==> src/hw/rtl/qsd_ram.sv <==
// generic single write port ram with registered read
module qsd_ram #(
  parameter int WIDTH = 32,
  parameter int DEPTH = 18
) (
  input  logic                     clk,
  input  logic                     we,
  input  logic [$clog2(DEPTH)-1:0] waddr,
  input  logic [WIDTH-1:0]         wdata,
  input  logic [$clog2(DEPTH)-1:0] raddr,
  output logic [WIDTH-1:0]         rdata_r
);

  logic [WIDTH-1:0] mem_r [DEPTH];

  always_ff @(posedge clk) begin
    if (we) begin
      mem_r[waddr] <= wdata;
    end
    rdata_r <= mem_r[raddr];
  end

endmodule

==> config.mk <==
export PLATFORM = sky130hd
export DESIGN_NAME = qsd_ram
export DESIGN_NICKNAME = d
export VERILOG_FILES = /design/src/hw/rtl/qsd_ram.sv
export SDC_FILE = /design/constraint.sdc
export NUM_CORES = 1
export LEC_CHECK = 0
export ABC_AREA = 1
export BUFFER_PORTS_ARGS = -buffer_cell sky130_fd_sc_hd__buf_2
export CAP_MARGIN = 30
export CORE_MARGIN = 10
export CORE_UTILIZATION = 45
export DETAILED_ROUTE_END_ITERATION = 12
export GPL_ROUTABILITY_DRIVEN = 1
export HOLD_SLACK_MARGIN = 0.06
export PLACE_DENSITY = 0.65
export SETUP_SLACK_MARGIN = 0.5
export SYNTH_ARGS = -nofsm -noshare
export SYNTH_HDL_FRONTEND = slang
export SYNTH_SLANG_ARGS = --single-unit
==> constraint.sdc <==
create_clock -name clk -period 2.9 [get_ports clk]
set_input_delay 0.58 -clock clk [delete_from_list [all_inputs] [get_ports clk]]
set_output_delay 0.58 -clock clk [all_outputs]
set_load 0.05 [all_outputs]
==> out/results.tsv <==
metric	value	unit
utilization after layout	51.8	%
drt first-iter violations	1617	
Slew headroom	31.1	%
Leak	12.0	nW
WL per Instance	18.9	um
Worst Hold Slack	0.342	ns
worst hold path startpoint	wdata[30]	
leading cell type in the layout, fill and taps excluded	nand2_1	
Finished Layout Cells	3230	
RSZ-0062 raised after global routing	no	
worst reg2reg path startpoint	mem_r[11][25]$_DFFE_PP_	
vias in the first global route	16400	
Worst setup SP type	flop	
Worst Hold Path EP	mem_r[15][30]$_DFFE_PP_	
via count	16500	
Tot GR Track Use	18.3	%
main combinational cell family by area after synthesis	simple AND/OR/NAND/NOR gates	
max incr delay on CP	0.37	ns
final WL	61.0	mm
crit-path cells	buf_2	
proportion of layout cells with a drive suffix above 1	9.35	%
HP Class	in2reg	
clk_skew	0.0185	ns
cts bufs inserted	61	
Worst Max-Slew Pin Slew	1.03	ns
area grow syn2layout	13.2	%
PD cells	659	nW/um2
Final Setup Violations	0	
die area	66200	um2
DR pass1 iterations	5	
Final period util	63.8	%
post-synthesis average cell area	10.7	um2
placed cell areas	26700	um2
Root Buffer	clkbuf_16	
R2R cell count	8	
hold path depth	1	
# DRC	0	
global-route wire length before repair	94.4	mm
Setup TNS	0	ns
Synth Area in Compound Gates	0.632	%
cell taking the most area after synthesis	edfxtp_1	
Clock transition at path regs	0.06	ns
Seq cells post-synth	608	
largest net degree at the start of global routing	92	
Net Count, Synth	2406	
synthesized area	25300	um2
synth top area cells	edfxtp_1 (68%), nand2_1 (11%), nand3_1 (7.8%)	
# hold bufs at CTS	0	
reg2reg end	rdata_r[25]$_DFF_P_	
Max Slew Vio Count	0	
run status	complete, no violations	
Worst path slowest cell	dfxtp_1	
antenna-violating nets left	0	
Starting Density	45.7	%
Yosys warning count	0	
xor/xnor share of the synthesized area	0	%
grt ovf	0	
Crit path required time	2.32	ns
Max H-tree Level	2	
fmax	540	MHz
Cell variety after synth	15	
fin area	28700	um2
DP Wirelength	32.6	mm
arrival time at the worst endpoint	1.27	ns
Peak VDD IR	0.000573	V
most frequent cells in the layout	nand2_1 (736), edfxtp_1 (576), nand3_1 (393)	
Seq/Total Area, Yosys	70.8	%
row count	86	
maxcap violations	0	
clk_lat worst skew	0.63	ns
I/O pins	76	
Post-Synth Adder-Cell Area	0	%
register-to-register setup slack	1.75	ns
Post-Synth Simple-Gate Area	19.9	%
Buf/Inv on CP	1	
Antenna Diode Count	0	
final RePlAce weighted congestion	0.775	
post-synth top area share	68.3	%
cell count after synthesis	2362	
CTS tree	done	
mux share of post-synthesis cell area	0	%
fin nets	2477	
Cells after DPL	3118	
CP max FO	1	
Max Root-Sink Buffers	3	
Vert. Die Dim	257	um
PostCTS Resize Cnt	0	
Via density	5.10	
total setup buffers inserted after CTS	0	
CORE AREA	55400	um2
minimum clock period after layout	1.85	ns
initial antenna violation count	1	
final hold vios	0	
clock tree sinks	608	
delay-heaviest family, CP	flip-flops	
crit end category	output port	
CP Launch Point	rdata_r[12]$_DFF_P_	
WS Path Type	reg2out	
PortBufs	75	
chip width	257	um
## stage by stage
step / worst slack, ns / total power, mW
2_1_floorplan: 0.295 / 10.8
3_3_place_gp: 0.499 / 11.2
3_5_place_dp: 0.459 / 11.2
4_1_cts: 1.01 / 19.1
5_1_grt: 1.01 / 19.5
6_report: 1.05 / 18.9
## sequential cells by signal, summed over array words and instances, names as in the netlist
| register | flops |
|---|---|
| mem_r | 576 |
| rdata_r | 32 |
## final cells by class
class	count	area, um2
Clock buffer	70	1560
Inverter	394	1490
Tap cell	748	936
Sequential cell	608	17900
Multi-Input combinational cell	1243	5330
Timing Repair Buffer	125	987
Fill cell	4787	26700
Clock inverter	42	443
## worst max-delay path by stage
stage | end | slack (ns) | depth (start not counted)
global placement | mem_r[11][13]$_DFFE_PP_ | 0.50 | 5
finish | rdata_r[12] | 1.05 | 1
global route | rdata_r[12] | 1.01 | 1
detailed placement | mem_r[11][11]$_DFFE_PP_ | 0.46 | 5
CTS | rdata_r[2] | 1.01 | 1
floorplan | mem_r[4][0]$_DFFE_PP_ | 0.29 | 3
## synth_stat cells
cell        n
o21ai_1     5
nor2_1     82
buf_4      14
o21ai_0    27
nand3_1   393
edfxtp_1  576
buf_2      34
buf_1      18
inv_6       1
inv_1     391
nand2_1   736
buf_6      24
clkbuf_1   27
inv_2       2
dfxtp_1    32
## logic make-up after synthesis
logic type             after synthesis
AOI/OAI and AO/OA                   32
DFF                                608
buffers and inverters              511
and+or+nand+nor                   1211
## power breakdown
| part | switching, mW | internal (mW) | total [mW] |
|---|---|---|---|
| sequential | 0.0357 | 9.74 | 9.78 |
| clock | 3.28 | 4.63 | 7.92 |
| combinational | 0.910 | 0.310 | 1.22 |
## per-layer routing
metal  global-route usage (%)  wire [um]
met1                     23.9      26100
met5                        0         13
met2                     30.3      29500
met3                     3.08       3740
met4                     6.29       1600
Note: power is estimated with default switching activity, not from simulation.
